==> config.mk <==
export PLATFORM = sky130hd
export DESIGN_NAME = ppc_fifo
export DESIGN_NICKNAME = d
export VERILOG_FILES = /design/src/rtl/ppc_pkg.sv /design/src/rtl/ppc_fifo.sv
export SDC_FILE = /design/constraint.sdc
export NUM_CORES = 1
export LEC_CHECK = 0
export BUFFER_PORTS_ARGS = -buffer_cell sky130_fd_sc_hd__buf_2
export CAP_MARGIN = 40
export CORE_MARGIN = 4
export CORE_UTILIZATION = 30
export CTS_BUF_LIST = sky130_fd_sc_hd__clkbuf_8
export DETAILED_ROUTE_END_ITERATION = 10
export PLACE_DENSITY = 0.5
export SETUP_SLACK_MARGIN = 0.4
export SYNTH_ARGS = -nofsm -noshare
export SYNTH_HDL_FRONTEND = slang
export SYNTH_SLANG_ARGS = --single-unit
==> constraint.sdc <==
create_clock -name clk -period 2.6 [get_ports clk]
set_clock_uncertainty 0.05 [all_clocks]
set_input_delay 0.52 -clock clk [delete_from_list [all_inputs] [get_ports clk]]
set_output_delay 0.52 -clock clk [all_outputs]
set_load 0.01 [all_outputs]
==> src/rtl/ppc_pkg.sv <==
// ----------------------------------------------------------------------------
// ppc_pkg
// Shared constants, result record and back-end sequencer states for the
// pixel pair correlation block.
// ----------------------------------------------------------------------------
package ppc_pkg;

  localparam int SAMPLE_BITS_DEF    = 16;
  localparam int MAX_REGION_DIM_DEF = 1024;

  // fixed port widths
  localparam int SAMPLE_W     = 16;
  localparam int CORR_W       = 16;
  localparam int PAIR_COUNT_W = 21;

  // Q1.15 result; the search compares (2m-1)^2 against a 2^32 scaled cov^2
  localparam int CORR_FRAC = 15;
  localparam int SCALE_SH  = 2 * (CORR_FRAC + 1);
  localparam int SRCH_BW   = $clog2(CORR_FRAC + 1);

  // region results waiting between front and back
  localparam int Q_DEPTH = 2;

  typedef struct packed {
    logic signed [CORR_W-1:0]       corr;
    logic                           degen;
    logic        [PAIR_COUNT_W-1:0] count;
  } ppc_result_t;

  typedef enum logic [3:0] {
    BK_IDLE,
    BK_VXA,
    BK_VXB,
    BK_VYA,
    BK_VYB,
    BK_CVA,
    BK_CVB,
    BK_PV,
    BK_LHS,
    BK_SD,
    BK_ST,
    BK_OUT
  } bk_state_t;

endpackage

==> src/rtl/ppc_fifo.sv <==
// ----------------------------------------------------------------------------
// ppc_fifo
// Short queue of region totals between the accumulator and the back end.
// ----------------------------------------------------------------------------
module ppc_fifo import ppc_pkg::*; #(
  parameter int WIDTH = 8,
  parameter int DEPTH = Q_DEPTH
) (
  input  logic             clk,
  input  logic             rst_n,
  input  logic             push,
  input  logic [WIDTH-1:0] wr_data,
  output logic             full,
  input  logic             pop,
  output logic [WIDTH-1:0] rd_data,
  output logic             empty
);

  localparam int AW = $clog2(DEPTH);
  localparam int CW = $clog2(DEPTH + 1);

  logic [WIDTH-1:0] mem_r [DEPTH];
  logic [AW-1:0]    wr_ptr_r, wr_ptr_nxt, rd_ptr_r, rd_ptr_nxt;
  logic [CW-1:0]    cnt_r, cnt_nxt;
  logic             do_push, do_pop;

  assign full    = cnt_r == CW'(DEPTH);
  assign empty   = cnt_r == '0;
  assign do_push = push && !full;
  assign do_pop  = pop && !empty;
  assign rd_data = mem_r[rd_ptr_r];

  always_comb begin
    wr_ptr_nxt = wr_ptr_r;
    rd_ptr_nxt = rd_ptr_r;
    cnt_nxt    = cnt_r;
    if (do_push) begin
      wr_ptr_nxt = (wr_ptr_r == AW'(DEPTH - 1)) ? '0 : wr_ptr_r + AW'(1);
    end
    if (do_pop) begin
      rd_ptr_nxt = (rd_ptr_r == AW'(DEPTH - 1)) ? '0 : rd_ptr_r + AW'(1);
    end
    if (do_push && !do_pop) begin
      cnt_nxt = cnt_r + CW'(1);
    end else if (do_pop && !do_push) begin
      cnt_nxt = cnt_r - CW'(1);
    end
  end

  always_ff @(posedge clk) begin
    if (!rst_n) begin
      wr_ptr_r <= '0;
      rd_ptr_r <= '0;
      cnt_r    <= '0;
    end else begin
      wr_ptr_r <= wr_ptr_nxt;
      rd_ptr_r <= rd_ptr_nxt;
      cnt_r    <= cnt_nxt;
    end
  end

  always_ff @(posedge clk) begin
    if (do_push) begin
      mem_r[wr_ptr_r] <= wr_data;
    end
  end

  a_no_push_full: assert property (@(posedge clk) disable iff (!rst_n) push |-> !full)
    else $error("region totals pushed into a full queue");
  a_cnt_bound: assert property (@(posedge clk) disable iff (!rst_n) cnt_r <= CW'(DEPTH))
    else $error("queue fill count out of range");

endmodule

Yosys cells after proc, flatten, opt, wreduce, memory -nomap -nowiden
Memories as Yosys holds them, arrays and structs flattened. A register that Yosys moved wholly into a read port is not among the register bits. Cells that the tools add are included.

Input bits: 12. Output and inout port bits: 10. Bits in writable memories: 16. Memories kept: 1. Bits in registers: 4. Word-level logic and storage cells: 27.

Memory list: mem_r (depth 2, width 8, rd ports 1, clocked after memory_dff 1, wr ports 1, line ppc_fifo.sv:22) `logic [WIDTH-1:0] mem_r [DEPTH];`.

Equal/unequal tests: 1. Reductions and logical operators: 10. Mux-type cells: 8. $add $sub $neg: 4.

Operators by type and width (count): two-way mux 1 bit (6); logical AND 1 bit (4); zero test 1 bit (4); two-way mux 2 bit (2); adder 1 bit (second input constant) (2); adder 2 x 1 -> 2 bit (second input constant) (1); equality test 2 bit (second input constant) (1); zero test 2 bit (1); nonzero test 2 bit (1); subtractor 2 x 1 -> 2 bit (second input constant) (1).

Logic depth before layout (Yosys ltp)
Word-level depth: 7. Mapped depth: 7. Gate-level depth less buffers: 7.

Worst setup path after synthesis
OpenSTA, ideal clock, no wires.

Path type: register -> register. Start point: reg cnt_r[0]. End point: reg cnt_r[1]. Required time: 2.480 ns. Path slack: 1.079 ns. Clock period less this slack: 1.521 ns. Arrival: 1.401 ns. Setup time: 0.070 ns. Path buffers: 0. Stages on the path, launching flop included: 7. Cells stage by stage: dfxtp_1 nand2b_1 inv_2 nor2_1 ha_1 or3_1 a21boi_1.

Word-level cells in the longest chain between the ends: 6. Elaborated cells between the ends (all ways): 15. Those cells by class: add/sub (2); eq/ne (1); mux (2); reduce/logical (10).

RTL lines: start: declaration (line ppc_fifo.sv:24) `logic [CW-1:0] cnt_r, cnt_nxt;`; start signal: assignment (line ppc_fifo.sv:58) `cnt_r <= cnt_nxt;`; equality test 2 bit (*) (line ppc_fifo.sv:27) `assign full = cnt_r == CW'(DEPTH);`; via full (line ppc_fifo.sv:13) `output logic full,`; zero test 1 bit (*) (line ppc_fifo.sv:29) `assign do_push = push && !full;`; logical AND 1 bit (*) (line ppc_fifo.sv:29); zero test 1 bit (line ppc_fifo.sv:45) `end else if (do_pop && !do_push) begin`; logical AND 1 bit (line ppc_fifo.sv:45); nonzero test 2 bit (no line).

Mark *: on every way through the listed nets, which the timed path passes. The rest lies on a longest branch. The select of a mux whose other input is x is not followed. A chain may end at the register's enable or synchronous reset.

==> results.tsv <==
stage	metric	value	unit
outcome	status	complete, no violations	
cts	CTS buffer count	3	
power	worst vdd ir	0.415	mV
sta	slew at the pin with the worst max-slew slack	0.694	ns
sta	final slew viol count	0	
floorplan	number of top-level pins	22	
place	PortBufs	21	
power	Clk pwr share	0.213	
worst_setup_path	flop2flop setup slack	1.01	ns
sta	final hold violations	0	
worst_setup_path	CP startpoint kind	flop	
route	initial drt markers	10	
floorplan	Starting Density	0.321	
synth	Mapped Nets	63	
global_route	vias in the first global route	468	
power	Sw Pwr	0.000271	W
floorplan	full die area	3590	sq um
cts	# H-tree levels	1	
sta	final period utilization	0.721	
route	DR pass1 iterations	3	
synth	most common flop cell mapped by yosys	edfxtp_1	
sta	Sum Neg Setup Slack	0	ns
sta	Slew Limit Headroom	0.535	
route	vias per std cell	4.42	
synth	yosys warns	0	
synth	post-synthesis sequential area ratio	0.717	
floorplan	die width	59.9	microns
sta	Max Freq	0.533	GHz
floorplan	site row count	18	
worst_setup_path	kind of critical path	flop to output port	
synth	flops & latches, synth	21	
place	post-DP HPWL	942	microns
cts	Post-CTS Resized	0	
route	Remaining DRCs	0	
cells_and_area	Antenna Cells	0	
sta	Final setup viols	0	
route	routed len/inst	12.1	microns
power	Sw Ratio	0.285	
hold_path	Hold Crit Class	primary input to flop	
worst_setup_path	Setup crit end kind	output port	
global_route	first-pass GRT wire length	2.03	mm
route	Final ANT Viol Nets	0	
global_route	gr busiest metal	met2	
power	PwrDens	958	nW/um^2
sta	fin crit period	1.87	ns
cts	Clock transition at path regs	0.07	ns
worst_setup_path	CP max stage cell	dfxtp_1	
synth	FFs w/ async S/R, synth	0	
floorplan	Core ar.	2520	sq um
worst_setup_path	critical-path cell list	mux2_2 > buf_2	
place	gpl congestion	0.625	
cts	Post-CTS Setup Repair Bufs	0	
power	Sequential Power Share	0.497	
cells_and_area	ratio of cells with drive above 1 in the final layout	0.473	
power	Gate power share	0.290	
synth	Synth Instances	50	
worst_setup_path	CP Data Required Time	2.03	ns
global_route	M2 GR Usage	0.113	
sta	RSZ-0062 raised after global routing	no	
cts	clock latency reported for the late side of the worst-skew pair	0.25	ns
synth	Synth cell types	20	
cells_and_area	P&R area growth vs syn	22.7	%
cts	clk buf depth	2	
global_route	GR Layer Usage met3	0.0302	
synth	synthesized area	810	sq um
global_route	GRT Residual Overflow	0	
place	DP Area	947	sq um
cells_and_area	utilization after layout	0.394	
power	P_leak	0.389	nW
cells_and_area	Layout Nets	88	
cts	CTS tree	built	
global_route	largest net degree at the start of global routing	13	
synth	Post-synth EDFFs	16	
cts	clock tree root buffer cell	clkbuf_8	
job	Max-Cap Viols	0	
floorplan	Die H	59.9	microns
global_route	gr usage total	0.0811	
cells_and_area	Design Area, Final	993	sq um
worst_setup_path	critical path peak fanout	8	
power	Power Internal	0.000680	W
cts	clk sinks	21	
route	Detailed Route WL	1.26	mm
global_route	initial antenna violation count	0	
global_route	M1 GR Usage	0.0985	
worst_setup_path	critical path arrival	1.30	ns
synth	Syn Area/Cell	16.2	sq um
route	Via Count	460	
cts	hold buffer count at cts	0	
worst_setup_path	max incr delay on CP	0.53	ns
cells in the final DEF, fill, tap and decap left out, drive strengths merged, types with 2 or more instances in the layout:
| cell | count |
|---|---|
| and2 | 3 |
| xnor2 | 2 |
| o21ai | 2 |
| mux2 | 8 |
| a21boi | 2 |
| dfxtp | 5 |
| buf | 21 |
| inv | 2 |
| edfxtp | 16 |
| nor2 | 2 |
| clkbuf | 3 |
through the flow:
stage,hold slack [ns],total power [W],setup slack [ns],instances
3_3_place_gp,0.460,0.000761,0.906,100
5_1_grt,0.386,0.00102,0.649,104
2_1_floorplan,0.433,0.000670,1.08,50
4_1_cts,0.390,0.000974,0.685,104
6_report,0.399,0.000951,0.725,104
3_5_place_dp,0.475,0.000764,0.890,100
layout make-up:
| class | count | area, sq um |
|---|---|---|
| Multi-Input combinational cell | 26 | 216 |
| Clock buffer | 3 | 41.3 |
| Fill cell | 257 | 1530 |
| Clock inverter | 1 | 5.00 |
| Sequential cell | 21 | 581 |
| Tap cell | 30 | 37.5 |
| Inverter | 2 | 7.51 |
| Timing Repair Buffer | 21 | 105 |
synthesized netlist by cell type (all sizes together) (2+ instances only):
cell type / number / area [sq um]
a21boi: 2 / 15.0
and2: 3 / 18.8
dfxtp: 5 / 100
edfxtp: 16 / 480
inv: 2 / 7.50
mux2: 8 / 90.1
nor2: 2 / 7.51
o21ai: 2 / 10.0
xnor2: 2 / 17.5
routing by layer:
metal	part of all wire	wire, microns	vias to the layer above
met5	0	0	-
met4	0.033	42	0
met3	0.096	121	5
met2	0.43	547	18
met1	0.43	547	208
li1	-	-	229
state kept, by name, summed over array words and instances, names as in the netlist, named ones only:
| name | flops |
|---|---|
| mem_r | 16 |
| cnt_r | 2 |
| rd_ptr_r | 1 |
| wr_ptr_r | 1 |
cells by family after synthesis:
family,share of synthesized area
simple gates,0.0680
compound gates,0.0402
fa+ha+maj,0.0155
flops,0.717
buf+inv,0.0154
mux,0.111
xor+xnor,0.0325
path summary, 6_finish.rpt:
path | startpoint | end | cells past startpoint
max | flop | rd_data[5] | 2
min | wr_data[7] | mem_r[1][7]$_DFFE_PP_ | 1
max reg2reg | cnt_r[0]$_SDFFE_PN0P_ | cnt_r[1]$_SDFFE_PN0P_ | 6
min reg2reg | cnt_r[1]$_SDFFE_PN0P_ | cnt_r[1]$_SDFFE_PN0P_ | 2
worst max-delay path, delay by kind of cell, from the launching register on:
kind | cells | cell delay, ns
DFF | 1 | 0.53
muxes | 1 | 0.38
buffers and inverters | 1 | 0.14
power by group through the flow:
| stage | Sequential [W] | Clock, W | Combinational (W) |
|---|---|---|---|
| after floorplan | 0.000458 | 0 | 0.000212 |
| after global placement | 0.000481 | 0 | 0.000280 |
| after detailed placement | 0.000482 | 0 | 0.000282 |
| after CTS | 0.000475 | 0.000214 | 0.000284 |
| after global routing | 0.000480 | 0.000231 | 0.000311 |
| final | 0.000473 | 0.000203 | 0.000276 |
Power figures use the tool's default switching activity.
