### config.mk
export PLATFORM = sky130hd
export DESIGN_NAME = ppc_front
export DESIGN_NICKNAME = d
export VERILOG_FILES = /design/src/rtl/ppc_pkg.sv /design/src/rtl/ppc_front.sv
export SDC_FILE = /design/constraint.sdc
export NUM_CORES = 2
export LEC_CHECK = 0
export ABC_AREA = 1
export BUFFER_PORTS_ARGS = -buffer_cell sky130_fd_sc_hd__buf_2
export CAP_MARGIN = 40
export CORE_MARGIN = 2
export CORE_UTILIZATION = 43
export DETAILED_ROUTE_END_ITERATION = 10
export PLACE_DENSITY = 0.63
export SLEW_MARGIN = 15
export SYNTH_ARGS = -nofsm -noshare
export SYNTH_HDL_FRONTEND = slang
export SYNTH_SLANG_ARGS = --single-unit
### constraint.sdc
create_clock -name clk -period 10.48 [get_ports clk]
set_input_delay 2.096 -clock clk [delete_from_list [all_inputs] [get_ports clk]]
set_output_delay 2.096 -clock clk [all_outputs]
set_load 0.03 [all_outputs]
### src/rtl/ppc_pkg.sv
// ----------------------------------------------------------------------------
// ppc_pkg
// Shared constants, result record and back-end sequencer states for the
// pixel pair correlation block.
// ----------------------------------------------------------------------------
package ppc_pkg;

  localparam int SAMPLE_BITS_DEF    = 16;
  localparam int MAX_REGION_DIM_DEF = 1024;

  // fixed port widths
  localparam int SAMPLE_W     = 16;
  localparam int CORR_W       = 16;
  localparam int PAIR_COUNT_W = 21;

  // Q1.15 result; the search compares (2m-1)^2 against a 2^32 scaled cov^2
  localparam int CORR_FRAC = 15;
  localparam int SCALE_SH  = 2 * (CORR_FRAC + 1);
  localparam int SRCH_BW   = $clog2(CORR_FRAC + 1);

  // region results waiting between front and back
  localparam int Q_DEPTH = 2;

  typedef struct packed {
    logic signed [CORR_W-1:0]       corr;
    logic                           degen;
    logic        [PAIR_COUNT_W-1:0] count;
  } ppc_result_t;

  typedef enum logic [3:0] {
    BK_IDLE,
    BK_VXA,
    BK_VXB,
    BK_VYA,
    BK_VYB,
    BK_CVA,
    BK_CVB,
    BK_PV,
    BK_LHS,
    BK_SD,
    BK_ST,
    BK_OUT
  } bk_state_t;

endpackage

### src/rtl/ppc_front.sv
// ----------------------------------------------------------------------------
// ppc_front
// Accumulates count and exact sums of x, y, xy, xx, yy; on the last pair of a
// region pushes the totals into the queue and clears them.
// ----------------------------------------------------------------------------
module ppc_front import ppc_pkg::*; #(
  parameter int SAMPLE_BITS    = SAMPLE_BITS_DEF,
  parameter int MAX_REGION_DIM = MAX_REGION_DIM_DEF,
  localparam int MAX_PAIRS = MAX_REGION_DIM * MAX_REGION_DIM,
  localparam int LOG_P     = $clog2(MAX_PAIRS),
  localparam int CNT_W     = $clog2(MAX_PAIRS + 1),
  localparam int SUM_W     = SAMPLE_BITS + LOG_P,
  localparam int SQ_W      = 2 * SAMPLE_BITS + LOG_P,
  localparam int SNAP_W    = CNT_W + 2 * SUM_W + 3 * SQ_W
) (
  input  logic                clk,
  input  logic                rst_n,
  input  logic                in_valid,
  output logic                in_stall,
  input  logic [SAMPLE_W-1:0] in_first_sample,
  input  logic [SAMPLE_W-1:0] in_second_sample,
  input  logic                in_last_pair,
  input  logic                q_full,
  output logic                q_push,
  output logic [SNAP_W-1:0]   q_data
);

  localparam int PR_W = 2 * SAMPLE_BITS;

  logic [CNT_W-1:0] cnt_r, cnt_nxt, cnt_upd;
  logic [SUM_W-1:0] sx_r, sx_nxt, sx_upd, sy_r, sy_nxt, sy_upd;
  logic [SQ_W-1:0]  sxy_r, sxy_nxt, sxy_upd;
  logic [SQ_W-1:0]  sxx_r, sxx_nxt, sxx_upd, syy_r, syy_nxt, syy_upd;
  logic [SAMPLE_BITS-1:0] x, y;
  logic [PR_W-1:0]  xy, xx, yy;
  logic             accept, take;

  assign in_stall = q_full;
  assign accept   = in_valid && !in_stall;

  assign x  = in_first_sample[SAMPLE_BITS-1:0];
  assign y  = in_second_sample[SAMPLE_BITS-1:0];
  assign xy = PR_W'(x) * PR_W'(y);
  assign xx = PR_W'(x) * PR_W'(x);
  assign yy = PR_W'(y) * PR_W'(y);

  // pairs beyond the region limit are dropped from the sums
  assign take = cnt_r < CNT_W'(MAX_PAIRS);

  always_comb begin
    cnt_upd = cnt_r;
    sx_upd  = sx_r;
    sy_upd  = sy_r;
    sxy_upd = sxy_r;
    sxx_upd = sxx_r;
    syy_upd = syy_r;
    if (take) begin
      cnt_upd = cnt_r + CNT_W'(1);
      sx_upd  = sx_r + SUM_W'(x);
      sy_upd  = sy_r + SUM_W'(y);
      sxy_upd = sxy_r + SQ_W'(xy);
      sxx_upd = sxx_r + SQ_W'(xx);
      syy_upd = syy_r + SQ_W'(yy);
    end
  end

  always_comb begin
    cnt_nxt = cnt_r;
    sx_nxt  = sx_r;
    sy_nxt  = sy_r;
    sxy_nxt = sxy_r;
    sxx_nxt = sxx_r;
    syy_nxt = syy_r;
    q_push  = 1'b0;
    if (accept) begin
      if (in_last_pair) begin
        q_push  = 1'b1;
        cnt_nxt = '0;
        sx_nxt  = '0;
        sy_nxt  = '0;
        sxy_nxt = '0;
        sxx_nxt = '0;
        syy_nxt = '0;
      end else begin
        cnt_nxt = cnt_upd;
        sx_nxt  = sx_upd;
        sy_nxt  = sy_upd;
        sxy_nxt = sxy_upd;
        sxx_nxt = sxx_upd;
        syy_nxt = syy_upd;
      end
    end
  end

  assign q_data = {cnt_upd, sx_upd, sy_upd, sxy_upd, sxx_upd, syy_upd};

  always_ff @(posedge clk) begin
    if (!rst_n) begin
      cnt_r <= '0;
      sx_r  <= '0;
      sy_r  <= '0;
      sxy_r <= '0;
      sxx_r <= '0;
      syy_r <= '0;
    end else begin
      cnt_r <= cnt_nxt;
      sx_r  <= sx_nxt;
      sy_r  <= sy_nxt;
      sxy_r <= sxy_nxt;
      sxx_r <= sxx_nxt;
      syy_r <= syy_nxt;
    end
  end

endmodule

; Yosys cells after proc, flatten, opt, wreduce, memory -nomap -nowiden
; Index checks and enable logic that the tools add are counted.
[word_totals]
word_cells = 32
reg_bits = 249
output_inout_bits = 251
in_bits = 37
[classes]
addsub = 6
reduce_logical = 2
mul = 3
n_lt_le_gt_ge = 1
mux = 14
[ops]
columns = cell, n
row1 = $mux W52, 6
row2 = $add A52 B32 Y52, 3
row3 = $mux W36, 4
row4 = $mul A16 B16 Y32, 3
row5 = $add A36 B16 Y36, 2
row6 = $mux W21, 2
row7 = $add A21 B1 Y21 const B, 1
row8 = $lt A21 B21 Y1 const B, 1
row9 = $mux W1, 2
row10 = $logic_and A1 B1 Y1, 1
row11 = $logic_not A1 Y1, 1

; Depth between registers and ports, before layout
[depth]
word_depth = 4
mapped_depth = 32
depth_no_buf = 30

; Worst setup path after synthesis
; Ideal clock, no wire load.
[synth_path]
path_type = input port to output port
start = input port in_first_sample[13]
end = output port q_data[71]
stages = 23
t_required_ps = 8384
arrival_ps = 7307
path_slack_ps = 1077
path_buffers = 2
path_cell_list = clkbuf_1 -> clkbuf_1 -> nand2_1 -> fa_1 -> inv_1 -> fa_1 -> inv_1 -> fa_1 -> inv_1 -> fa_1 -> fa_1 -> inv_1 -> fa_1 -> inv_1 -> ha_1 -> nand2_1 -> nor2_1 -> inv_1 -> o21bai_1 -> inv_1 -> nand2_1 -> xnor2_1 -> a21oi_1
[synth_between]
elab_chain_cells = 3
[synth_lines]
columns = element, line
row1 = start: declaration, ppc_front.sv:20  ; input logic [SAMPLE_W-1:0] in_first_sample,
row2 = $mul A16 B16 Y32, ppc_front.sv:44  ; assign xx = PR_W'(x) * PR_W'(x);
row3 = $add A52 B32 Y52, ppc_front.sv:62  ; sxx_upd = sxx_r + SQ_W'(xx);
row4 = $mux W52, ppc_front.sv:57  ; if (take) begin
row5 = end: declaration, ppc_front.sv:25  ; output logic [SNAP_W-1:0] q_data
; No other way between the ends.

; Worst setup path in the final report
[layout_path]
start = input port in_first_sample[5]
end = output port q_data[140]
[layout_between]
elab_chain_cells = 3
[layout_lines]
columns = element, line
row1 = $mul A16 B16 Y32, ppc_front.sv:43  ; assign xy = PR_W'(x) * PR_W'(y);
row2 = $add A52 B32 Y52, ppc_front.sv:61  ; sxy_upd = sxy_r + SQ_W'(xy);
row3 = $mux W52, ppc_front.sv:57
; No other way between the ends.

==> results by stage <==
Status:
- The flow ran to the end, and the final reports show no timing, DRC or antenna violations.

CTS:
- TritonCTS built the clock tree.
- The number of sinks handled by clock tree synthesis is 249.
- The clock-pin slew on the worst setup and hold paths is around 60 ps.
- In this run the number of H-tree levels came out at 2.
- The post-CTS setup repair buffer count is 0.
- The CTS buffer count is 39.
- The cell sitting at the root of the clock tree is a clkbuf_16.
- In this run the deepest clock path goes through 3 buffers.
- The worst-skew pair later-pin latency is roughly 610 ps.
- In this run, post-CTS hold repair placed 0 buffers.

Drt:
- The count of vias placed by the detailed router is approximately 42000.
- In the routed design, unresolved DRC markers number 0.
- In the routed layout, each cell is associated on average with a via count of roughly 5.
- The iteration count of the initial detailed-routing pass is 6.
- The first routing iteration left approximately 2600 violations.
- The routed length per instance is 16.0 um.
- The residual antenna-violating net count after detailed routing is 0.
- The aggregate routed wire length is 139 mm.

Synth:
- The Yosys step of the flow raised 0 warnings.
- Yosys mapped a number of flops with a built-in enable equal to 0.
- Synthesis inferred approximately 250 register bits.
- In the post-synthesis netlist, the biggest area contributors are fa_1 27%, nand2_1 19%, inv_1 15%, dfxtp_1 11%, ha_1 9.8%.
- The cell area after synthesis is about 46000 um2.
- The synthesized netlist net count is between 8000 and 9000.
- Sorting the synthesized cells by how often they occur yields 2314 x nand2_1, 1875 x inv_1, 610 x fa_1.
- The synthesized instance count is a little over 7000.
- The largest total area in the synthesized netlist belongs to fa_1.
- The share of the synthesized area in the top cell type is 0.266.
- Among all flip-flop cells after synthesis, the most frequent one is dfxtp_1.
- The sequential fraction of the synthesis area is 0.109.
- The dominant cell by count in the synthesized netlist is nand2_1.
- The average cell area after synthesis is about 6.5 um2.
- The number of different library cells used by synthesis comes to 53.
- The fraction of registers with async set or reset after synthesis is 0.

Setup path:
- The worst setup path is of the in -> out kind.
- The critical path starts at in_first_sample[5].
- In this run the worst path has a maximum fanout of 19.
- Setup slack on the worst reg-to-reg path comes out at 5760 ps.
- The logic depth of the worst register-to-register path is 22.
- Data on the critical path is required at its endpoint by about 8400 ps.
- The critical register-to-register path endpoint is sxy_r[40].
- The worst setup path is launched from a primary input.
- The source of the worst register-to-register timing path is sxy_r[15].
- For the worst setup path, the data arrival time is slightly above 8000 ps.
- The critical path endpoint category is an output pin.

Finish:
- The number of nets in the layout is a little over 8000.
- After filler insertion, the fill cell instance count of the layout stands at 11000.
- In the final layout, the share of cells above drive strength 1 is 0.0715.
- From synthesis to final layout, the design area changed by 9.91%.
- The combined flip-flop and latch cell area is 4990 um2.
- The footprint of the multi-input gates is between 30000 and 40000 um2.

STA:
- The post-route minimum period is 10140 ps.
- The total of endpoints with negative setup slack in the final report is 0.
- The slew of the pin with the lowest slew margin is just under 1000 ps.
- Setup repair after global routing left no endpoint under its margin.
- The final-report hold violation count is 0.
- For the final database, setup skew stands at 25.3 ps.
- The final max-slew violation count is 0.
- The sum of negative setup slack is 0 ps.
- The period utilization is 0.968.
- The remaining max-slew budget at the tightest pin is 0.348.
- The fmax is between 0.09 and 0.1 GHz.

Floorplanning:
- The die outline height is 331 um.
- The die outline area is approximately 110000 um2.
- The number of cell rows is approximately 120.
- For this configuration, the core starts out at a cell density of 0.435.
- The die is 331 um wide.
- The count of boundary I/O pins is around 290.
- In this run the standard cell core region covers ~110000 um2.

GRT:
- The initial antenna violation count is 9.
- The wire length of the first global-routing pass is approximately 220 mm.
- Entering global routing, the biggest net connects approximately 180 pins.
- Summed over all layers, the global routing overflow is 0.
- The global-route total usage across every layer is 0.257.
- The number of global-route vias before repair is roughly 42000.

Job:
- Max-cap violations in this run came to 0.

Worst hold path:
- The worst hold path begins at sxx_r[27].
- For hold timing, the worst endpoint is sxx_r[27].
- The classification of the worst-slack hold path is reg -> reg.
- The worst hold path passes through 2 cells.

Placed design:
- The total of buffers placed on input and output ports is 287.
- At the end of routability-driven placement, the weighted congestion stood at 0.965.
- The post-DP HPWL is around 110 mm.
==> cells in the final DEF (no fill, tap or decap), types with 6 or more instances in the layout <==
master | synthesis | final
nor3_1 | 41 | 41
o21ai_0 | 103 | 103
and2_1 | 17 | 17
nand2_1 | 2314 | 2314
fa_1 | 610 | 610
bufinv_16 | 0 | 6
a21o_1 | 7 | 7
nor2_1 | 296 | 295
nor4_1 | 15 | 15
xor2_1 | 44 | 44
dfxtp_1 | 249 | 248
inv_2 | 7 | 6
o22ai_1 | 12 | 12
clkbuf_1 | 182 | 7
nand4_1 | 36 | 36
nand3_1 | 317 | 317
a21oi_1 | 375 | 375
buf_4 | 2 | 81
o21bai_1 | 22 | 22
clkinv_2 | 0 | 7
clkbuf_4 | 0 | 6
buf_12 | 0 | 9
buf_2 | 30 | 281
inv_1 | 1875 | 1875
xnor2_1 | 28 | 28
or2_2 | 27 | 27
nand2_2 | 6 | 6
nand3b_1 | 17 | 17
clkbuf_16 | 0 | 40
ha_1 | 361 | 361
==> flip-flops by register name, summed over array words and instances, names as in the netlist <==
name	cells
cnt_r	21
sy_r	36
syy_r	52
sx_r	36
sxy_r	52
sxx_r	52
==> worst max-delay path by stage <==
stage / slack [ps] / cells past startpoint / endpoint
4_1_cts: 240 / 24 / q_data[74]
6_report: 340 / 26 / q_data[140]
3_3_place_gp: 290 / 25 / q_data[41]
5_1_grt: 1 / 26 / q_data[101]
3_5_place_dp: 260 / 26 / q_data[101]
2_1_floorplan: 1080 / 23 / q_data[71]
==> critical path, cell delays in order <==
cell     delay [ps]
buf_2           450
buf_4           300
nand2_1          70
inv_1            70
fa_1            400
inv_1            80
fa_1            430
fa_1            500
fa_1            550
inv_1            50
fa_1            480
inv_1            50
fa_1            490
inv_1            50
ha_1            360
nand2_1         130
nor2_1          230
nand3_1         110
nand3_1         220
nand2_1          80
nand2_1         110
nand2_1          70
nand2_1         190
nand3_1         100
nand2_1         140
buf_2           210
==> metrics by stage <==
step / area, um2 / instances / setup slack [ps] / utilization / hold slack [ps]
after floorplan: 45900 / 7068 / 1080 / - / 445
after global placement: 49000 / 8606 / 294 / 0.464 / 452
after detailed placement: 49000 / 8608 / 264 / 0.464 / 455
after CTS: 50400 / 8679 / 239 / 0.477 / 464
after global routing: 50500 / 8684 / 1.18 / 0.478 / 480
final: 50500 / 8684 / 337 / 0.478 / 464
==> what timing repair did <==
action                                  4_1_cts  5_1_grt
endpoints found under the hold margin         0        0
endpoints found under the setup margin        0       19
resized for setup                             0        7
==> per-layer routing <==
metal  up-vias  routed length, um  global-route usage
met5         -                 40                   0
met4         6               3380              0.0635
met3       172               6790              0.0299
met2       909              68300               0.451
met1     20100              60400               0.336
li1      21100                  -                   -
==> area by class of cell <==
| class | count | share of cell area |
|---|---|---|
| Sequential cell | 249 | 0.0989 |
| Multi-Input combinational cell | 4705 | 0.653 |
| Inverter | 1884 | 0.141 |
| Antenna cell | 4 | 0.000198 |
| Clock buffer | 52 | 0.0217 |
| Clock inverter | 19 | 0.00541 |
| Timing Repair Buffer | 380 | 0.0457 |
| Tap cell | 1391 | 0.0345 |
==> cell families (layout without fill, tap and decap cells) <==
kind of cell	after synthesis	in the layout	share of synthesized area
AOI/OAI and AO/OA	543	543	0.0630
other	0	4	0
muxes	3	3	0.000681
and+or+nand+nor	3116	3116	0.276
buffers and inverters	2114	2335	0.174
adders and majority gates	971	971	0.364
DFF	249	249	0.109
xor gates and xnor gates	72	72	0.0137
Power is left out: the tool's default activity adds up to more than one toggle a clock period on the data nets, which glitch-free logic cannot reach.
