==> src/rtl/ppc_pkg.sv <==
// ----------------------------------------------------------------------------
// ppc_pkg
// Shared constants, result record and back-end sequencer states for the
// pixel pair correlation block.
// ----------------------------------------------------------------------------
package ppc_pkg;

  localparam int SAMPLE_BITS_DEF    = 16;
  localparam int MAX_REGION_DIM_DEF = 1024;

  // fixed port widths
  localparam int SAMPLE_W     = 16;
  localparam int CORR_W       = 16;
  localparam int PAIR_COUNT_W = 21;

  // Q1.15 result; the search compares (2m-1)^2 against a 2^32 scaled cov^2
  localparam int CORR_FRAC = 15;
  localparam int SCALE_SH  = 2 * (CORR_FRAC + 1);
  localparam int SRCH_BW   = $clog2(CORR_FRAC + 1);

  // region results waiting between front and back
  localparam int Q_DEPTH = 2;

  typedef struct packed {
    logic signed [CORR_W-1:0]       corr;
    logic                           degen;
    logic        [PAIR_COUNT_W-1:0] count;
  } ppc_result_t;

  typedef enum logic [3:0] {
    BK_IDLE,
    BK_VXA,
    BK_VXB,
    BK_VYA,
    BK_VYB,
    BK_CVA,
    BK_CVB,
    BK_PV,
    BK_LHS,
    BK_SD,
    BK_ST,
    BK_OUT
  } bk_state_t;

endpackage

==> src/rtl/ppc_mul.sv <==
// ----------------------------------------------------------------------------
// ppc_mul
// Shift-add multiplier, one multiplier bit a cycle; stops as soon as the
// remaining multiplier bits are zero.
// ----------------------------------------------------------------------------
module ppc_mul import ppc_pkg::*; #(
  parameter int W = 64
) (
  input  logic         clk,
  input  logic         rst_n,
  input  logic         start,
  input  logic [W-1:0] a,
  input  logic [W-1:0] b,
  output logic         done,
  output logic [W-1:0] product
);

  logic         busy_r, busy_nxt;
  logic [W-1:0] a_r, a_nxt, b_r, b_nxt, acc_r, acc_nxt;

  assign done    = busy_r && (b_r == '0);
  assign product = acc_r;

  always_comb begin
    busy_nxt = busy_r;
    a_nxt    = a_r;
    b_nxt    = b_r;
    acc_nxt  = acc_r;
    if (!busy_r) begin
      if (start) begin
        busy_nxt = 1'b1;
        a_nxt    = a;
        b_nxt    = b;
        acc_nxt  = '0;
      end
    end else if (done) begin
      busy_nxt = 1'b0;
    end else begin
      if (b_r[0]) begin
        acc_nxt = acc_r + a_r;
      end
      a_nxt = a_r << 1;
      b_nxt = b_r >> 1;
    end
  end

  always_ff @(posedge clk) begin
    if (!rst_n) begin
      busy_r <= 1'b0;
    end else begin
      busy_r <= busy_nxt;
    end
  end

  always_ff @(posedge clk) begin
    a_r   <= a_nxt;
    b_r   <= b_nxt;
    acc_r <= acc_nxt;
  end

endmodule

==> src/rtl/ppc_back.sv <==
// ----------------------------------------------------------------------------
// ppc_back
// Turns one region's totals into the Q1.15 coefficient: variances and
// covariance on the shared multiplier, then a bit-by-bit search for the
// rounded magnitude.
// ----------------------------------------------------------------------------
module ppc_back import ppc_pkg::*; #(
  parameter int SAMPLE_BITS    = SAMPLE_BITS_DEF,
  parameter int MAX_REGION_DIM = MAX_REGION_DIM_DEF,
  localparam int MAX_PAIRS = MAX_REGION_DIM * MAX_REGION_DIM,
  localparam int LOG_P     = $clog2(MAX_PAIRS),
  localparam int CNT_W     = $clog2(MAX_PAIRS + 1),
  localparam int SUM_W     = SAMPLE_BITS + LOG_P,
  localparam int SQ_W      = 2 * SAMPLE_BITS + LOG_P,
  localparam int SNAP_W    = CNT_W + 2 * SUM_W + 3 * SQ_W
) (
  input  logic              clk,
  input  logic              rst_n,
  input  logic              q_empty,
  input  logic [SNAP_W-1:0] q_data,
  output logic              q_pop,
  output logic              out_valid,
  input  logic              out_stall,
  output ppc_result_t       out_res
);

  localparam int VAR_W    = 2 * SAMPLE_BITS + 2 * LOG_P;
  localparam int P_W      = 2 * VAR_W;
  localparam int PROD_W   = P_W + SCALE_SH;
  localparam int D_W      = CORR_FRAC + 1;
  localparam int CAND_MAX = 1 << CORR_FRAC;

  logic [CNT_W-1:0] q_n;
  logic [SUM_W-1:0] q_sx, q_sy;
  logic [SQ_W-1:0]  q_sxy, q_sxx, q_syy;

  bk_state_t state_r, state_nxt;
  logic issued_r, issued_nxt, out_valid_r, out_valid_nxt;
  ppc_result_t out_res_r, out_res_nxt;

  logic [CNT_W-1:0]    n_r, n_nxt;
  logic [SUM_W-1:0]    sx_r, sx_nxt, sy_r, sy_nxt;
  logic [SQ_W-1:0]     sxy_r, sxy_nxt, sxx_r, sxx_nxt, syy_r, syy_nxt;
  logic [VAR_W-1:0]    t_r, t_nxt, vx_r, vx_nxt, vy_r, vy_nxt, c_r, c_nxt;
  logic [P_W-1:0]      p_r, p_nxt;
  logic [PROD_W-1:0]   lhs_r, lhs_nxt;
  logic [SCALE_SH-1:0] dd_r, dd_nxt;
  logic [D_W-1:0]      m_r, m_nxt;
  logic [SRCH_BW-1:0]  bit_r, bit_nxt;
  logic                neg_r, neg_nxt, degen_r, degen_nxt;

  logic              is_mul, mul_start, mul_done;
  logic [PROD_W-1:0] mul_a, mul_b, mul_p;
  logic [VAR_W-1:0]  mul_lo;
  logic [D_W-1:0]    cand, d_val, corr_val;
  logic              cand_ok;

  assign {q_n, q_sx, q_sy, q_sxy, q_sxx, q_syy} = q_data;

  ppc_mul #(.W(PROD_W)) u_mul (
    .clk     (clk),
    .rst_n   (rst_n),
    .start   (mul_start),
    .a       (mul_a),
    .b       (mul_b),
    .done    (mul_done),
    .product (mul_p)
  );

  assign mul_lo  = mul_p[VAR_W-1:0];
  assign cand    = m_r | (D_W'(1) << bit_r);
  assign cand_ok = cand <= D_W'(CAND_MAX);
  assign d_val   = D_W'({1'b0, cand, 1'b0} - (D_W + 2)'(1));

  always_comb begin
    if (degen_r) begin
      corr_val = '0;
    end else if (neg_r) begin
      corr_val = D_W'(0) - m_r;
    end else if (m_r > D_W'(CAND_MAX - 1)) begin
      corr_val = D_W'(CAND_MAX - 1);
    end else begin
      corr_val = m_r;
    end
  end

  always_comb begin
    state_nxt     = state_r;
    out_valid_nxt = out_valid_r && out_stall;
    out_res_nxt   = out_res_r;
    n_nxt   = n_r;
    sx_nxt  = sx_r;
    sy_nxt  = sy_r;
    sxy_nxt = sxy_r;
    sxx_nxt = sxx_r;
    syy_nxt = syy_r;
    t_nxt   = t_r;
    vx_nxt  = vx_r;
    vy_nxt  = vy_r;
    c_nxt   = c_r;
    p_nxt   = p_r;
    lhs_nxt = lhs_r;
    dd_nxt  = dd_r;
    m_nxt   = m_r;
    bit_nxt = bit_r;
    neg_nxt = neg_r;
    degen_nxt = degen_r;
    q_pop  = 1'b0;
    is_mul = 1'b0;
    mul_a  = '0;
    mul_b  = '0;
    case (state_r)
      BK_IDLE: begin
        if (!q_empty) begin
          q_pop     = 1'b1;
          n_nxt     = q_n;
          sx_nxt    = q_sx;
          sy_nxt    = q_sy;
          sxy_nxt   = q_sxy;
          sxx_nxt   = q_sxx;
          syy_nxt   = q_syy;
          degen_nxt = 1'b0;
          neg_nxt   = 1'b0;
          m_nxt     = '0;
          bit_nxt   = SRCH_BW'(CORR_FRAC);
          state_nxt = BK_VXA;
        end
      end
      BK_VXA: begin
        is_mul = 1'b1;
        mul_a  = PROD_W'(sxx_r);
        mul_b  = PROD_W'(n_r);
        if (mul_done) begin
          t_nxt     = mul_lo;
          state_nxt = BK_VXB;
        end
      end
      BK_VXB: begin
        is_mul = 1'b1;
        mul_a  = PROD_W'(sx_r);
        mul_b  = PROD_W'(sx_r);
        if (mul_done) begin
          if (t_r > mul_lo) begin
            vx_nxt    = t_r - mul_lo;
            state_nxt = BK_VYA;
          end else begin
            degen_nxt = 1'b1;
            state_nxt = BK_OUT;
          end
        end
      end
      BK_VYA: begin
        is_mul = 1'b1;
        mul_a  = PROD_W'(syy_r);
        mul_b  = PROD_W'(n_r);
        if (mul_done) begin
          t_nxt     = mul_lo;
          state_nxt = BK_VYB;
        end
      end
      BK_VYB: begin
        is_mul = 1'b1;
        mul_a  = PROD_W'(sy_r);
        mul_b  = PROD_W'(sy_r);
        if (mul_done) begin
          if (t_r > mul_lo) begin
            vy_nxt    = t_r - mul_lo;
            state_nxt = BK_CVA;
          end else begin
            degen_nxt = 1'b1;
            state_nxt = BK_OUT;
          end
        end
      end
      BK_CVA: begin
        is_mul = 1'b1;
        mul_a  = PROD_W'(sxy_r);
        mul_b  = PROD_W'(n_r);
        if (mul_done) begin
          t_nxt     = mul_lo;
          state_nxt = BK_CVB;
        end
      end
      BK_CVB: begin
        is_mul = 1'b1;
        mul_a  = PROD_W'(sx_r);
        mul_b  = PROD_W'(sy_r);
        if (mul_done) begin
          if (t_r < mul_lo) begin
            neg_nxt = 1'b1;
            c_nxt   = mul_lo - t_r;
          end else begin
            neg_nxt = 1'b0;
            c_nxt   = t_r - mul_lo;
          end
          state_nxt = BK_PV;
        end
      end
      BK_PV: begin
        is_mul = 1'b1;
        mul_a  = PROD_W'(vx_r);
        mul_b  = PROD_W'(vy_r);
        if (mul_done) begin
          p_nxt     = mul_p[P_W-1:0];
          state_nxt = BK_LHS;
        end
      end
      BK_LHS: begin
        is_mul = 1'b1;
        mul_a  = PROD_W'(c_r);
        mul_b  = PROD_W'(c_r);
        if (mul_done) begin
          lhs_nxt   = {mul_p[P_W-1:0], SCALE_SH'(0)};
          state_nxt = BK_SD;
        end
      end
      BK_SD: begin
        if (!cand_ok) begin
          // candidate above +1: drop this bit
          if (bit_r == '0) begin
            state_nxt = BK_OUT;
          end else begin
            bit_nxt = bit_r - SRCH_BW'(1);
          end
        end else begin
          is_mul = 1'b1;
          mul_a  = PROD_W'(d_val);
          mul_b  = PROD_W'(d_val);
          if (mul_done) begin
            dd_nxt    = mul_p[SCALE_SH-1:0];
            state_nxt = BK_ST;
          end
        end
      end
      BK_ST: begin
        is_mul = 1'b1;
        mul_a  = PROD_W'(p_r);
        mul_b  = PROD_W'(dd_r);
        if (mul_done) begin
          if (mul_p <= lhs_r) begin
            m_nxt = cand;
          end
          if (bit_r == '0) begin
            state_nxt = BK_OUT;
          end else begin
            bit_nxt   = bit_r - SRCH_BW'(1);
            state_nxt = BK_SD;
          end
        end
      end
      BK_OUT: begin
        if (!out_valid_r || !out_stall) begin
          out_valid_nxt     = 1'b1;
          out_res_nxt.corr  = $signed(corr_val);
          out_res_nxt.degen = degen_r;
          out_res_nxt.count = PAIR_COUNT_W'(n_r);
          state_nxt         = BK_IDLE;
        end
      end
      default: begin
        state_nxt = BK_IDLE;
      end
    endcase
    mul_start  = is_mul && !issued_r;
    issued_nxt = mul_start ? 1'b1 : (mul_done ? 1'b0 : issued_r);
  end

  assign out_valid = out_valid_r;
  assign out_res   = out_res_r;

  always_ff @(posedge clk) begin
    if (!rst_n) begin
      state_r     <= BK_IDLE;
      issued_r    <= 1'b0;
      out_valid_r <= 1'b0;
    end else begin
      state_r     <= state_nxt;
      issued_r    <= issued_nxt;
      out_valid_r <= out_valid_nxt;
    end
  end

  always_ff @(posedge clk) begin
    out_res_r <= out_res_nxt;
    n_r   <= n_nxt;
    sx_r  <= sx_nxt;
    sy_r  <= sy_nxt;
    sxy_r <= sxy_nxt;
    sxx_r <= sxx_nxt;
    syy_r <= syy_nxt;
    t_r   <= t_nxt;
    vx_r  <= vx_nxt;
    vy_r  <= vy_nxt;
    c_r   <= c_nxt;
    p_r   <= p_nxt;
    lhs_r <= lhs_nxt;
    dd_r  <= dd_nxt;
    m_r   <= m_nxt;
    bit_r <= bit_nxt;
    neg_r <= neg_nxt;
    degen_r <= degen_nxt;
  end

  a_degen_zero: assert property (@(posedge clk) disable iff (!rst_n)
      (out_valid_r && out_res_r.degen) |-> (out_res_r.corr == '0))
    else $error("degenerate result with nonzero coefficient");
  a_mag_bound: assert property (@(posedge clk) disable iff (!rst_n)
      (state_r == BK_SD || state_r == BK_ST || state_r == BK_OUT) |-> m_r <= D_W'(CAND_MAX))
    else $error("search magnitude above one");
  a_done_own: assert property (@(posedge clk) disable iff (!rst_n) mul_done |-> issued_r)
    else $error("multiplier finished without a request");

endmodule
==> config.mk <==
export PLATFORM = sky130hd
export DESIGN_NAME = ppc_back
export DESIGN_NICKNAME = d
export VERILOG_FILES = /design/src/rtl/ppc_pkg.sv /design/src/rtl/ppc_mul.sv /design/src/rtl/ppc_back.sv
export SDC_FILE = /design/constraint.sdc
export NUM_CORES = 2
export LEC_CHECK = 0
export CORE_UTILIZATION = 39
export DETAILED_ROUTE_END_ITERATION = 8
export DONT_BUFFER_PORTS = 1
export GPL_TIMING_DRIVEN = 0
export PLACE_DENSITY = 0.62
export SLEW_MARGIN = 20
export SYNTH_ARGS = -nofsm -noshare
export SYNTH_HDL_FRONTEND = slang
export SYNTH_SLANG_ARGS = --single-unit
==> constraint.sdc <==
create_clock -name clk -period 29.3 [get_ports clk]
set_clock_uncertainty 0.05 [all_clocks]
set_input_delay 1.465 -clock clk [delete_from_list [all_inputs] [get_ports clk]]
set_output_delay 1.465 -clock clk [all_outputs]
set_load 0.005 [all_outputs]
# After elaboration in Yosys (flattened, before gate mapping)
# Index checks and enable logic that the tools add are counted.
# word_totals
in_bits,253
ramBits,0
latchBits,0
mem_bits_ro,0
ff_bits,1452
wordCells,169
out_inout_bits,40
n_memories,0
# op_classes
mul,0
n_shift,1
addsub,6
n_bitwise,2
n_eq_ne,30
reduce_logical,37
order_cmp,5
div,0
mux,61
# ops
operator,count
$mux 176,10
$pmux 144 s9,1
$pmux 72 s7,1
$add 176x176->176,1
$le 176x176->1,1
$logic_not 176->1,1
$sub 72x72->72,2
$mux 16,6
$mux 4,20
$gt 72x72->1,1
$lt 72x72->1,1
$mux 72,1
$pmux 4 s12,1
$ne 2x2->1 const B,16
$pmux 16 s2,1
$eq 4x3->1 const B,4
$eq 4x4->1 const B,4
$gt 16x15->1 const B,1
$le 16x16->1 const B,1
$or 16x16->16,1
$shl 1x4->16 const A,1
$sub 1x16->16 const A,1
$sub 16x1->16 const B,1
$mux 1,15
22 further kinds,49

# Longest topological paths before layout
# depth
ltp_word,8
depth_mapped,17
mapped_depth_nobuf,15

# Modules after synthesis
# Synthesis repeated with hierarchy kept, for this count alone.
# hier_totals
cells_unflattened,7045
area_unflattened_um2,80604.8
# modules_own_cells
mod,area_each_um2,instances,cells_each,seq_area_each_um2
ppc_back,46623.5,1,3821,27656.5
ppc_mul,33981.3,1,3224,15875.2

# Least setup slack after synthesis
# OpenSTA, ideal clock, no wires.
# synth_path
path_kind,register -> register
startpoint,register bit_r[0]
endpoint,"register u_mul.acc_r[0], in the netlist u_mul.product[0] (enable)"
stages_incl_launch_ff,15
slack_ns,7.030
setup_time_ns,0.980
required_ns,28.270
period_less_slack_ns,22.270
path_buffers,1
arrival_ns,21.240
path_cell_list,edfxtp_1 inv_1 ha_1 clkbuf_1 or2_2 a2111oi_2 nand3_1 nor3_2 a41oi_1 o21a_1 o21ai_0 nand2_1 nor2_1 o21a_1 a21boi_0
# synth_via
elab_chain_len,8
# synth_rtl
element,line,source
"start, declared",ppc_back.sv:49,"logic [SRCH_BW-1:0] bit_r, bit_nxt;"
"start signal, assigned",ppc_back.sv:299,bit_r <= bit_nxt;
$shl 1x4->16,ppc_back.sv:71,assign cand = m_r | (D_W'(1) << bit_r);
$or 16x16->16,ppc_back.sv:71,
$le 16x16->1,ppc_back.sv:72,assign cand_ok = cand <= D_W'(CAND_MAX);
$mux 1,ppc_back.sv:218,if (!cand_ok) begin
$pmux 1 s2,ppc_back.sv:112,case (state_r)
$logic_and 1x1->1,ppc_back.sv:264,mul_start = is_mul && !issued_r;
$reduce_bool 2->1 (no source line),n/a,
$reduce_and 3->1 (no source line),n/a,
"end signal, assigned",ppc_mul.sv:58,acc_r <= acc_nxt;
"end, declared",ppc_mul.sv:19,"logic [W-1:0] a_r, a_nxt, b_r, b_nxt, acc_r, acc_nxt;"
# No other way between the ends.
# A chain may end at the register's enable or synchronous reset.

# Final worst setup path
# layout_path
startpoint,register bit_r[0]
endpoint,"register u_mul.acc_r[148], in the netlist u_mul.product[148] (enable)"
# Same word-level chain as after synthesis.

==> results.sh <==
export IMPL_seq_area_um2=40400
export IMPL_async_reset_ff_frac=0
export IMPL_clock_fmax_mhz=145
export IMPL_fin_ws_ns=22.42
export IMPL_ir_drop_v=0.000120
export IMPL_syn_nets=7508
export IMPL_drt_wl_total_um=285000
export IMPL_drive_above_1_share=0.0635
export IMPL_placed_cells=9382
export IMPL_post_route_drc_count=0
export IMPL_critPathKind="flip-flop to flip-flop"
export IMPL_yosys_mux_area_fraction=0.00855
export IMPL_critPathRequiredTime_ns=29.76
export IMPL_rows=160
export IMPL_routed_wl_met2_um=128000
export IMPL_die_area_um2=194000
export IMPL_max_slew_worst_pin_slew_ns=1.24
export IMPL_cts_tree="done"
export IMPL_dr_first_iter_drc_count=7594
export IMPL_io_pins=293
export IMPL_synth_simple_gate_area_frac=0.114
export IMPL_synth_compound_area_frac=0.187
export IMPL_first_pass_iters=7
export IMPL_clockBufferDepth=3
export IMPL_gp_congestion=1.00
export IMPL_grt_pass1_vias=56800
export IMPL_start_util=0.394
export IMPL_tns_ns=0
export IMPL_clk_root_buffer_cell="clkbuf_16"
export IMPL_synth_area_um2=75000
export IMPL_end_kind="flip-flop"
export IMPL_vias_per_cell=6.08
export IMPL_numCtsBuffers=151
export IMPL_yosysUniqueCellTypes=102
export IMPL_synthCells=6782
export IMPL_pre_cts_slack_ns=22.62
export IMPL_die_h_um=441
export IMPL_synthAdderAreaFrac=0.0792
export IMPL_fin_cells=9667
export IMPL_critPathMaxFanout=54
export IMPL_fin_nets=7750
export IMPL_cts_resized=0
export IMPL_clkSinkCount=1348
export IMPL_place_hpwl_um=227000
export IMPL_wl_met3_um=23300
export IMPL_synth_flop_cell="edfxtp_1"
export IMPL_hold_class="flip-flop to flip-flop"
export IMPL_area_growth_pct=13.1
export IMPL_outcome="completed"
export IMPL_avgSynthCellArea_um2=11.1
export IMPL_dr_max_layer_used="met5"
export IMPL_grt_util_all_layers=0.287
export IMPL_synth_seq_area_share=0.538
export IMPL_grt_overflow_total=0
export IMPL_final_hold_viol_count=0
export IMPL_grt_pass1_wl_um=402000
export IMPL_synth_top_family_by_area="compound AO/OA/AOI/OAI gates"
export IMPL_power_density_nw_per_um2=130
export IMPL_maxSlewHeadroom=0.176
export IMPL_p_leak_nw=31.7
export IMPL_synth_xor_area_frac=0.0359
export IMPL_cts_hold_buf=0
export IMPL_h_tree_depth=4
export IMPL_fp_dieW_um=441
export IMPL_hold_slack_ns=0.402
export IMPL_via_count=58800
export IMPL_synth_edf_count=1341
export IMPL_final_antenna_net_count=0
export IMPL_routedLengthMet1_um=118000
export IMPL_crit_arrival_ns=7.34
export IMPL_wire_per_inst_um=29.4
export IMPL_post_cts_setup_buffers=0
export IMPL_rsz0062_at_grt="false"
export IMPL_critPathLaunchType="flip-flop"
export IMPL_io_buffers=0
export IMPL_path_clk_slew_ns=0.06
export IMPL_period_share=0.235
export IMPL_grt_antenna_before_repair=16
export IMPL_fillCellCount=17900
export IMPL_finalPower_mw=11.1
export IMPL_final_setup_viol_count=0
export IMPL_synth_seq_cells=1348
export IMPL_slew_viol_final=0
export IMPL_yosysWarnings=0
export IMPL_grt_max_degree=113
export IMPL_min_period_ns=6.88
export IMPL_core_um2=191000
export IMPL_cap_violations=0
export IMPL_multi_input_area_um2=32000
export IMPL_clk_latency_ns=0.87
-- cells in the final DEF, fill, tap and decap left out, types with 27 or more instances in the layout --
| cell | count |
|---|---|
| a22oi_1 | 70 |
| nor4_1 | 44 |
| and2_1 | 206 |
| clkinv_1 | 33 |
| o21a_1 | 52 |
| nand2_1 | 522 |
| buf_16 | 35 |
| a21o_1 | 258 |
| o211ai_1 | 27 |
| xor2_1 | 103 |
| nand4_1 | 169 |
| inv_1 | 378 |
| clkbuf_16 | 151 |
| a22o_1 | 118 |
| buf_4 | 28 |
| a211oi_1 | 29 |
| o21bai_1 | 98 |
| o31ai_1 | 37 |
| clkbuf_1 | 293 |
| edfxtp_1 | 1341 |
| a31oi_1 | 61 |
| nand2b_1 | 40 |
| clkinv_2 | 31 |
| o21ai_0 | 409 |
| mux2i_1 | 63 |
| ha_1 | 470 |
| nor2_1 | 415 |
| or3_1 | 32 |
| xnor2_1 | 205 |
| nor3_1 | 89 |
| a222oi_1 | 117 |
| buf_2 | 51 |
| nand3_1 | 89 |
| nor2b_1 | 47 |
| a221oi_1 | 37 |
| a21oi_1 | 599 |
-- stage by stage --
step	area (µm²)	utilization
after floorplan	75000	-
after global placement	78200	0.410
after detailed placement	79800	0.419
after CTS	84900	0.445
after global routing	84900	0.446
final	84900	0.446
-- area by class of cell --
| class | instances | share of cell area |
|---|---|---|
| clock buffer | 169 | 0.0453 |
| timing repair buffer | 89 | 0.0173 |
| antenna | 3 | 0.0000884 |
| inverter | 379 | 0.0168 |
| multi-input combinational | 4708 | 0.377 |
| tap | 2511 | 0.0370 |
| sequential | 1348 | 0.476 |
| buffer | 347 | 0.0164 |
| clock inverter | 113 | 0.0145 |
-- sequential cells by signal, summed over array words and instances (netlist names), 32 cells and up --
register / count
sx_r: 36
u_mul.b_r: 72
c_r: 72
out_res: 38
p_r: 144
sxy_r: 52
lhs_r: 144
syy_r: 52
u_mul.a_r: 176
t_r: 72
vy_r: 72
sy_r: 36
u_mul.product: 176
vx_r: 72
sxx_r: 52
dd_r: 32
-- final timing paths --
| check | cells after the start | endpoint | slack (ns) | startpoint |
|---|---|---|---|---|
| hold reg to reg | 0 | out_res[20] | 0.40 | n_r[20] |
| hold / removal | 0 | out_res[20] | 0.40 | n_r[20] |
| setup reg to reg | 22 | u_mul.product[148] | 22.42 | bit_r[0] |
| setup / recovery | 22 | u_mul.product[148] | 22.42 | bit_r[0] |
-- worst max-delay path, stage by stage (launching register included) --
cell      delay [ns]
edfxtp_1        0.43
inv_1           0.11
ha_1            0.21
clkbuf_1        0.20
a21oi_1         0.76
ha_1            0.36
nand2_1         0.10
nor3_2          0.31
a41oi_1         0.45
o21a_1          0.32
o21ai_0         0.20
nand2_1         0.08
nor2_1          0.17
o21a_4          0.51
buf_12          0.30
buf_16          0.30
buf_16          0.29
a21boi_4        0.35
buf_16          0.21
buf_16          0.17
buf_16          0.18
buf_16          0.18
buf_16          0.18
-- layer usage --
layer  global-route usage  vias up
li1                     -    26200
met1                0.379    29000
met2                0.452     2932
met3               0.0529      564
met4                0.144        4
met5                    0        -
-- power breakdown --
part | switching (mW) | internal [mW] | total, mW
Combinational | 3.65 | 1.81 | 5.46
Clock | 0.862 | 1.09 | 1.95
Sequential | 0.643 | 3.01 | 3.65
-- cells in the mapped netlist (9+ instances only) --
master        n  area, µm²
o21a_1       53        398
edfxtp_1   1341      40300
o2111ai_1     9       78.8
o21ai_0     411       2060
buf_2        31        155
nor3b_1       9       67.6
nand3_1      89        445
mux2i_1      63        631
o211ai_1     27        203
buf_4         9       67.6
and4_1       10       87.6
a31oi_1      61        382
a22oi_1      70        526
or3_1        32        200
a2111oi_0    12        105
o31ai_1      37        278
o21bai_1     98        736
o221ai_1     14        123
o41ai_1      10       87.6
nand2_1     522       1960
a311oi_1      9       78.8
nor2b_1      47        294
and2_1      206       1290
nor4_1       47        294
nor3_1       93        465
a21oi_1     600       3000
a221oi_1     37        324
a22o_1      118       1030
inv_1       379       1420
and3_1       25        156
a211oi_1     30        225
clkbuf_1    287       1080
xor2_1      103        902
a21boi_0     23        173
nor2_1      421       1580
nand4_1     169       1060
ha_1        470       5880
xnor2_1     205       1800
a21o_1      258       1940
or2_2        12       75.1
a222oi_1    117       1170
buf_1        18       67.6
nand2b_1     40        250
-- cell families after synthesis --
| group | count (synthesis) |
|---|---|
| compound gates | 2105 |
| xor+xnor | 308 |
| fa+ha+maj | 473 |
| buf+inv | 726 |
| flops | 1348 |
| mux | 64 |
| simple gates | 1758 |
Power figures use the tool's default switching activity.
